`src/rtl/mm3_pkg.sv`:
```
// Shared constants and types for the MurmurHash3 x86_32 stream hasher.
// No dependencies; imported by every module under rtl/.
package mm3_pkg;

    localparam logic [31:0] MM3_C1  = 32'hcc9e2d51;
    localparam logic [31:0] MM3_C2  = 32'h1b873593;
    localparam logic [31:0] MM3_ADD = 32'he6546b64;
    localparam logic [31:0] MM3_F1  = 32'h85ebca6b;
    localparam logic [31:0] MM3_F2  = 32'hc2b2ae35;

    localparam int QUEUE_DEPTH_DEF = 4;

    localparam logic [2:0] BYTES_NONE  = 3'd0;
    localparam logic [2:0] BYTES_ONE   = 3'd1;
    localparam logic [2:0] BYTES_TWO   = 3'd2;
    localparam logic [2:0] BYTES_THREE = 3'd3;
    localparam logic [2:0] BYTES_FULL  = 3'd4;

    localparam int S_TDATA_W = 40;

    // One classified item on its way from the front to the back.
    typedef struct packed {
        logic [31:0] word;       // masked message bytes
        logic [2:0]  add_count;  // bytes this item adds to the length
        logic        fold;       // full word: rotate and multiply-add after XOR
        logic        last;       // finalize and emit after this item
    } mm3_item_t;

    typedef struct packed {
        logic      push;
        mm3_item_t item;
    } mm3_push_t;

    typedef struct packed {
        logic full;
        logic empty;
    } mm3_qstat_t;

    typedef struct packed {
        logic busy;
        logic open;
    } mm3_bstat_t;

endpackage

```
`src/rtl/mm3_queue.sv`:
```
// Short item queue between the front and the back of the hasher.
// Depends on mm3_pkg.
module mm3_queue
    import mm3_pkg::*;
#(
    parameter int DEPTH = QUEUE_DEPTH_DEF
) (
    input  logic       aclk,
    input  logic       aresetn,
    input  mm3_push_t  push,
    input  logic       pop,
    output mm3_item_t  head,
    output mm3_qstat_t stat
);

    localparam int PTR_W = (DEPTH > 1) ? $clog2(DEPTH) : 1;
    localparam int CNT_W = $clog2(DEPTH + 1);

    mm3_item_t          entries_reg [DEPTH];
    logic [PTR_W-1:0]   wr_ptr_reg, wr_ptr_next;
    logic [PTR_W-1:0]   rd_ptr_reg, rd_ptr_next;
    logic [CNT_W-1:0]   count_reg, count_next;
    logic               do_push, do_pop;

    assign stat.full  = (count_reg == CNT_W'(DEPTH));
    assign stat.empty = (count_reg == '0);
    assign do_push    = push.push && !stat.full;
    assign do_pop     = pop && !stat.empty;
    assign head       = entries_reg[rd_ptr_reg];

    always_comb begin
        wr_ptr_next = wr_ptr_reg;
        rd_ptr_next = rd_ptr_reg;
        count_next  = count_reg;
        if (do_push) begin
            wr_ptr_next = (wr_ptr_reg == PTR_W'(DEPTH - 1)) ? '0 : wr_ptr_reg + 1'b1;
        end
        if (do_pop) begin
            rd_ptr_next = (rd_ptr_reg == PTR_W'(DEPTH - 1)) ? '0 : rd_ptr_reg + 1'b1;
        end
        case ({do_push, do_pop})
            2'b10:   count_next = count_reg + 1'b1;
            2'b01:   count_next = count_reg - 1'b1;
            default: count_next = count_reg;
        endcase
    end

    always_ff @(posedge aclk) begin
        if (!aresetn) begin
            wr_ptr_reg <= '0;
            rd_ptr_reg <= '0;
            count_reg  <= '0;
        end else begin
            wr_ptr_reg <= wr_ptr_next;
            rd_ptr_reg <= rd_ptr_next;
            count_reg  <= count_next;
        end
    end

    always_ff @(posedge aclk) begin
        if (do_push) begin
            entries_reg[wr_ptr_reg] <= push.item;
        end
    end

endmodule

```
`src/rtl/mm3_front.sv`:
```
// Input side of the hasher: accept items, mask tails, classify into queue entries.
// Depends on mm3_pkg.
module mm3_front
    import mm3_pkg::*;
(
    input  logic                 s_tvalid,
    output logic                 s_tready,
    input  logic [S_TDATA_W-1:0] s_tdata,   // [31:0] data_word, [34:32] byte_count
    input  logic                 s_tlast,
    input  mm3_qstat_t           q_stat,
    output mm3_push_t            push
);

    logic [31:0] word;
    logic [2:0]  count;
    logic [2:0]  count_sat;
    logic [31:0] mask;

    assign word  = s_tdata[31:0];
    assign count = s_tdata[34:32];

    assign s_tready = !q_stat.full;

    always_comb begin
        push.push = s_tvalid && !q_stat.full;
        count_sat = (count > BYTES_FULL) ? BYTES_FULL : count;
        case (count_sat)
            BYTES_NONE:  mask = 32'h0000_0000;
            BYTES_ONE:   mask = 32'h0000_00ff;
            BYTES_TWO:   mask = 32'h0000_ffff;
            BYTES_THREE: mask = 32'h00ff_ffff;
            default:     mask = 32'hffff_ffff;
        endcase

        push.item.last = s_tlast;
        if (!s_tlast) begin
            // Count is ignored before the last item: always a full word.
            push.item.word      = word;
            push.item.add_count = BYTES_FULL;
            push.item.fold      = 1'b1;
        end else begin
            push.item.word      = word & mask;
            push.item.add_count = count_sat;
            push.item.fold      = (count_sat == BYTES_FULL);
        end
    end

endmodule

```
`src/rtl/mm3_back.sv`:
```
// Hash engine: scramble, fold, finalize, and the output register.
// Depends on mm3_pkg; one shared 32x32 multiplier, stepped by a small sequencer.
module mm3_back
    import mm3_pkg::*;
(
    input  logic        aclk,
    input  logic        aresetn,
    input  logic [31:0] seed,
    input  mm3_item_t   q_head,
    input  mm3_qstat_t  q_stat,
    output logic        q_pop,
    output logic        m_tvalid,
    input  logic        m_tready,
    output logic [31:0] m_tdata,
    output mm3_bstat_t  b_stat
);

    localparam logic [2:0] ST_IDLE = 3'd0;
    localparam logic [2:0] ST_K1   = 3'd1;
    localparam logic [2:0] ST_K2   = 3'd2;
    localparam logic [2:0] ST_FOLD = 3'd3;
    localparam logic [2:0] ST_F1   = 3'd4;
    localparam logic [2:0] ST_F2   = 3'd5;
    localparam logic [2:0] ST_OUT  = 3'd6;

    logic [2:0]  state_reg, state_next;
    mm3_item_t   item_reg, item_next;
    logic [31:0] h_reg, h_next;
    logic [31:0] total_reg, total_next;
    logic [31:0] k_reg, k_next;
    logic        open_reg, open_next;
    logic        m_valid_reg, m_valid_next;
    logic [31:0] m_data_reg, m_data_next;

    logic [31:0] mul_a, mul_b, mul_p;
    logic [31:0] hx, hr, hf;

    assign m_tvalid    = m_valid_reg;
    assign m_tdata     = m_data_reg;
    assign b_stat.busy = (state_reg != ST_IDLE);
    assign b_stat.open = open_reg;

    // Operand select for the shared multiplier.
    always_comb begin
        case (state_reg)
            ST_K2: begin
                mul_a = {k_reg[16:0], k_reg[31:17]};
                mul_b = MM3_C2;
            end
            ST_F1: begin
                mul_a = h_reg ^ {16'd0, h_reg[31:16]};
                mul_b = MM3_F1;
            end
            ST_F2: begin
                mul_a = h_reg ^ {13'd0, h_reg[31:13]};
                mul_b = MM3_F2;
            end
            default: begin
                mul_a = item_reg.word;
                mul_b = MM3_C1;
            end
        endcase
    end

    assign mul_p = mul_a * mul_b;

    // Fold step: XOR in the scrambled word, then rotate and multiply-add for a full word.
    assign hx = h_reg ^ k_reg;
    assign hr = {hx[18:0], hx[31:19]};
    assign hf = item_reg.fold ? ({hr[29:0], 2'b00} + hr + MM3_ADD) : hx;

    always_comb begin
        state_next   = state_reg;
        item_next    = item_reg;
        h_next       = h_reg;
        total_next   = total_reg;
        k_next       = k_reg;
        open_next    = open_reg;
        m_data_next  = m_data_reg;
        m_valid_next = m_valid_reg && !m_tready;
        q_pop        = 1'b0;

        case (state_reg)
            ST_IDLE: begin
                if (!q_stat.empty) begin
                    q_pop     = 1'b1;
                    item_next = q_head;
                    open_next = 1'b1;
                    if (open_reg) begin
                        total_next = total_reg + {29'd0, q_head.add_count};
                    end else begin
                        // Start of a message: load the seed, restart the length.
                        h_next     = seed;
                        total_next = {29'd0, q_head.add_count};
                    end
                    state_next = ST_K1;
                end
            end
            ST_K1: begin
                k_next     = mul_p;
                state_next = ST_K2;
            end
            ST_K2: begin
                k_next     = mul_p;
                state_next = ST_FOLD;
            end
            ST_FOLD: begin
                if (item_reg.last) begin
                    h_next     = hf ^ total_reg;
                    open_next  = 1'b0;
                    state_next = ST_F1;
                end else begin
                    h_next     = hf;
                    state_next = ST_IDLE;
                end
            end
            ST_F1: begin
                h_next     = mul_p;
                state_next = ST_F2;
            end
            ST_F2: begin
                h_next     = mul_p;
                state_next = ST_OUT;
            end
            ST_OUT: begin
                if (!m_valid_reg || m_tready) begin
                    m_data_next  = h_reg ^ {16'd0, h_reg[31:16]};
                    m_valid_next = 1'b1;
                    state_next   = ST_IDLE;
                end
            end
            default: begin
                state_next = ST_IDLE;
            end
        endcase
    end

    always_ff @(posedge aclk) begin
        if (!aresetn) begin
            state_reg   <= ST_IDLE;
            open_reg    <= 1'b0;
            m_valid_reg <= 1'b0;
            h_reg       <= '0;
            total_reg   <= '0;
        end else begin
            state_reg   <= state_next;
            open_reg    <= open_next;
            m_valid_reg <= m_valid_next;
            h_reg       <= h_next;
            total_reg   <= total_next;
        end
    end

    always_ff @(posedge aclk) begin
        item_reg   <= item_next;
        k_reg      <= k_next;
        m_data_reg <= m_data_next;
    end

endmodule

```
`src/rtl/murmur3_32_stream_hash.sv`:
```
// Top level of the streaming MurmurHash3 x86_32 hasher.
// Depends on mm3_pkg, mm3_front, mm3_queue and mm3_back.
//
// Feed a message as little-endian 32-bit words on the s_ stream; mark the final
// word with s_tlast and give its valid byte count (0 to 4, larger values count
// as 4) in s_tdata[34:32]. Words before the last always count as four bytes. One
// 32-bit hash per message comes out on the m_ stream. Write the seed through
// cfg_we/cfg_wdata while the block is idle; it is loaded at the start of each
// message. The front accepts an item in any cycle the queue (QUEUE_DEPTH items)
// has room, so bursts up to that depth go in at one item per cycle. The back
// engine shares one 32x32 multiplier across both scramble multiplies and both
// finalizer multiplies, so it steps through pop, two scramble multiplies and
// fold for each non-last item, adding the two finalizer multiplies and the
// output load for a last item, and waits if the result register is still held
// by a stalled m_ side. It pops no new item until the current one is done.
module murmur3_32_stream_hash
    import mm3_pkg::*;
#(
    parameter int QUEUE_DEPTH = QUEUE_DEPTH_DEF
) (
    input  logic                 aclk,
    input  logic                 aresetn,
    // Seed register write port
    input  logic                 cfg_we,
    input  logic [31:0]          cfg_wdata,
    // Message words in
    input  logic                 s_tvalid,
    output logic                 s_tready,
    input  logic [S_TDATA_W-1:0] s_tdata,   // [31:0] data_word, [34:32] byte_count
    input  logic                 s_tlast,   // last
    // Hash out
    output logic                 m_tvalid,
    input  logic                 m_tready,
    output logic [31:0]          m_tdata    // [31:0] hash_value
);

    logic [31:0] seed_reg, seed_next;
    mm3_push_t   q_push;
    mm3_qstat_t  q_stat;
    mm3_item_t   q_head;
    logic        q_pop;
    mm3_bstat_t  b_stat;

    // Hold the seed until rewritten.
    assign seed_next = cfg_we ? cfg_wdata : seed_reg;

    always_ff @(posedge aclk) begin
        if (!aresetn) begin
            seed_reg <= '0;
        end else begin
            seed_reg <= seed_next;
        end
    end

    mm3_front u_front (
        .s_tvalid (s_tvalid),
        .s_tready (s_tready),
        .s_tdata  (s_tdata),
        .s_tlast  (s_tlast),
        .q_stat   (q_stat),
        .push     (q_push)
    );

    mm3_queue #(
        .DEPTH (QUEUE_DEPTH)
    ) u_queue (
        .aclk    (aclk),
        .aresetn (aresetn),
        .push    (q_push),
        .pop     (q_pop),
        .head    (q_head),
        .stat    (q_stat)
    );

    mm3_back u_back (
        .aclk     (aclk),
        .aresetn  (aresetn),
        .seed     (seed_reg),
        .q_head   (q_head),
        .q_stat   (q_stat),
        .q_pop    (q_pop),
        .m_tvalid (m_tvalid),
        .m_tready (m_tready),
        .m_tdata  (m_tdata),
        .b_stat   (b_stat)
    );

    // An item taken while everything is empty must reach the queue or the engine.
    a_item_not_lost: assert property (@(posedge aclk) disable iff (!aresetn)
        (s_tvalid && s_tready && q_stat.empty && !b_stat.busy)
            |=> (b_stat.busy || !q_stat.empty))
        else $error("accepted item vanished");

    // A new result appears only after the message has been closed.
    a_result_closes_msg: assert property (@(posedge aclk) disable iff (!aresetn)
        $rose(m_tvalid) |-> !b_stat.open)
        else $error("result emitted with message still open");

    // Reset empties the queue, idles the engine and drops any result.
    a_reset_clears: assert property (@(posedge aclk)
        !aresetn |=> (!m_tvalid && q_stat.empty && !b_stat.busy && !b_stat.open))
        else $error("state not cleared by reset");

endmodule

```
`config.mk`:
```
export PLATFORM = sky130hd
export DESIGN_NAME = murmur3_32_stream_hash
export DESIGN_NICKNAME = d
export VERILOG_FILES = /design/src/rtl/mm3_pkg.sv /design/src/rtl/mm3_queue.sv /design/src/rtl/mm3_front.sv /design/src/rtl/mm3_back.sv /design/src/rtl/murmur3_32_stream_hash.sv
export SDC_FILE = /design/constraint.sdc
export NUM_CORES = 2
export LEC_CHECK = 0
export BUFFER_PORTS_ARGS = -buffer_cell sky130_fd_sc_hd__buf_2
export CAP_MARGIN = 25
export CELL_PAD_IN_SITES_DETAIL_PLACEMENT = 0
export CELL_PAD_IN_SITES_GLOBAL_PLACEMENT = 1
export CORE_MARGIN = 1
export CORE_UTILIZATION = 45
export CTS_CLUSTER_DIAMETER = 40
export DETAILED_ROUTE_END_ITERATION = 8
export PLACE_DENSITY = 0.71
export SLEW_MARGIN = 20
export SYNTH_ARGS = -nofsm -noshare
export SYNTH_HDL_FRONTEND = slang
export SYNTH_SLANG_ARGS = --single-unit
export TNS_END_PERCENT = 10
```
`constraint.sdc`:
```
create_clock -name aclk -period 11.9 [get_ports aclk]
set_input_delay 1.19 -clock aclk [delete_from_list [all_inputs] [get_ports aclk]]
set_output_delay 1.19 -clock aclk [all_outputs]
set_load 0.02 [all_outputs]
```
==> results.cfg <==
[detailed_routing]
wl_met1_um = 47400
ant_nets = 0
drt_wl_total_um = 114000
top_layer = met5
via_per_inst = 5.56
dr_wl_met3_um = 9710
initialDrtViolationCount = 2203
drc = 0
vias = 23200
wire_per_inst_um = 27.2
wl_met2_um = 51100
first_pass_iters = 6

[clock_tree]
hold_buffers = 0
clockRootBuffer = clkbuf_16
cts.htree.levels = 2
post_cts_buffers = 0
clk_pin_slew_worst_paths_ps = 60
cts_buffers = 56
cts_resized = 0
clk_latency_ps = 630
max-clock-path-buffers = 3
cts_sinks = 356
cts_tree = yes

[sta]
worstMarginPinSlew_ps = 1100
fin_crit_sh = 0.806
rsz0062_at_grt = false
slew_viol_final = 0
min_period_ps = 9590
fin_tns_setup_ps = 0
max_slew_margin = 0.265
skew_ps = 62.9
setup_viol = 0
max_freq_mhz = 104
timing_hold_violations_final = 0

[yosys]
yosysWarnings = 0
ys_top_cells_by_count = 569 x inv_1, 398 x fa_1, 268 x nand2_1
synth_edf_count = 246
ys_seq_elements = 356
syn_nets = 3761
synth_top_area_share = 0.249
seq_area_frac_synth = 0.300
syn_area_um2 = 32000
avgSynthCellArea_um2 = 10.4
yosysMostFrequentCell = inv_1
yosys_most_used_dff = edfxtp_1
syn_inst = 3086
synth_area_leaders = fa_1 25%, edfxtp_1 23%, ha_1 7.8%, dfxtp_1 6.9%, inv_1 6.7%
yosysUniqueCellTypes = 88
ys_async_sr_fraction = 0
yosysTopAreaCell = fa_1

[global_route]
grt-ovfl-total = 0
grt.total_usage = 0.325
first_global_vias = 24100
grt_pass1_wl_um = 165000
antenna_found_initial = 7
grt_max_degree = 53

[critical_path]
arrival_ps = 10100
worst-path-max-fanout = 38
crit_type = flop to flop
cp_common_cell = fa_1
crit_required_ps = 12410
endpoint_kind = flop
cp_slowest_stage_delay_ps = 550
startpoint_type = flop
r2r_slack_ps = 2310
crit_family = adder cells
crit_buf_inv = 8
cp_slowest_cell = fa_1

[run]
maxCapViolations = 0

[placed_design]
portBuffers = 106
place_congestion = 0.985
dpl.hpwl_um = 94600

[layout]
drive_gt1_frac = 0.108
largest_register_ffs = 148
fillers = 6562
syn2layout_area_growth_pct = 11.1
fin_nets = 3854

[worst_hold_path]
hp-class = flop to flop

[run_status]
outcome = completed

[floorplan]
row_count = 97
io_pins = 112
die_y_um = 269
core_area_um2 = 70100
die_w_um = 269
start_util = 0.456
dieArea_um2 = 72100
==> through the flow <==
stage | utilization | setup WS (ps) | hold slack, ps | std cells | area [um^2]
floorplan | - | 3830 | 403 | 3086 | 32000
global placement | 0.479 | 2550 | 460 | 4058 | 33600
detailed placement | 0.479 | 2480 | 471 | 4058 | 33600
CTS | 0.506 | 2450 | 478 | 4164 | 35500
global route | 0.506 | 1840 | 521 | 4167 | 35500
finish | 0.506 | 2310 | 481 | 4168 | 35500
==> cell usage in the layout, fill, tap and decap left out, types with 24 or more instances in the layout <==
master / Yosys / final
o21a_1: 24 / 24
mux2i_1: 57 / 57
o21ai_0: 114 / 114
xor2_1: 84 / 84
buf_4: 5 / 49
mux4_2: 37 / 37
buf_2: 11 / 106
a21o_1: 25 / 25
inv_1: 569 / 569
nand3_1: 27 / 27
edfxtp_1: 246 / 246
a21oi_1: 105 / 105
a31oi_1: 38 / 38
nand2_1: 268 / 267
clkbuf_16: 0 / 57
dfxtp_1: 110 / 107
xnor2_1: 125 / 125
nor2_1: 206 / 202
and2_1: 53 / 53
nor2b_1: 33 / 31
ha_1: 199 / 199
fa_1: 398 / 398
==> worst register-to-register path, delay by kind of cell (launching register included) <==
family	cells	cell delay, ps
adder cells (fa/ha/maj)	9	4120
AND/OR/NAND/NOR	7	1880
AO/OA/AOI/OAI	7	1360
buffers and inverters	8	1290
XOR/XNOR	2	490
flip-flops	1	330
==> final cells by class <==
cell class	count	area [um^2]	area share
multi-input cells	2029	19700	0.556
flip-flops and latches	356	9590	0.270
inverters	578	2170	0.0611
clock buffers	63	1470	0.0413
well taps	940	1180	0.0331
repair buffers	158	953	0.0268
clock inverters	43	427	0.0120
diodes	1	2.50	0.0000704
==> path summary, 6_finish.rpt <==
check / to / from / cells past startpoint
setup / recovery: u_back.h_reg[31]$_SDFFE_PN0P_ / u_back.state_reg[2]$_SDFFE_PN0P_ / 33
hold / removal: flop / u_queue.rd_ptr_reg[1]$_SDFFE_PN0P_ / 2
setup reg to reg: u_back.h_reg[31]$_SDFFE_PN0P_ / u_back.state_reg[2]$_SDFFE_PN0P_ / 33
hold reg to reg: flop / u_queue.rd_ptr_reg[1]$_SDFFE_PN0P_ / 2
==> routing by layer <==
metal	up-vias	global-route usage
met3	218	0.0614
li1	10200	-
met2	1023	0.503
met5	-	0
met4	2	0.138
met1	11800	0.446
==> kinds of logic after synthesis <==
group                      synth area share
AOI/OAI and AO/OA                    0.0810
xor gates and xnor gates             0.0601
adders and majority gates             0.327
buffers and inverters                0.0845
DFF                                   0.300
muxes                                0.0460
and+or+nand+nor                       0.102
Power is left out: the tool's default activity adds up to more than one toggle a clock period on the data nets, which glitch-free logic cannot reach.
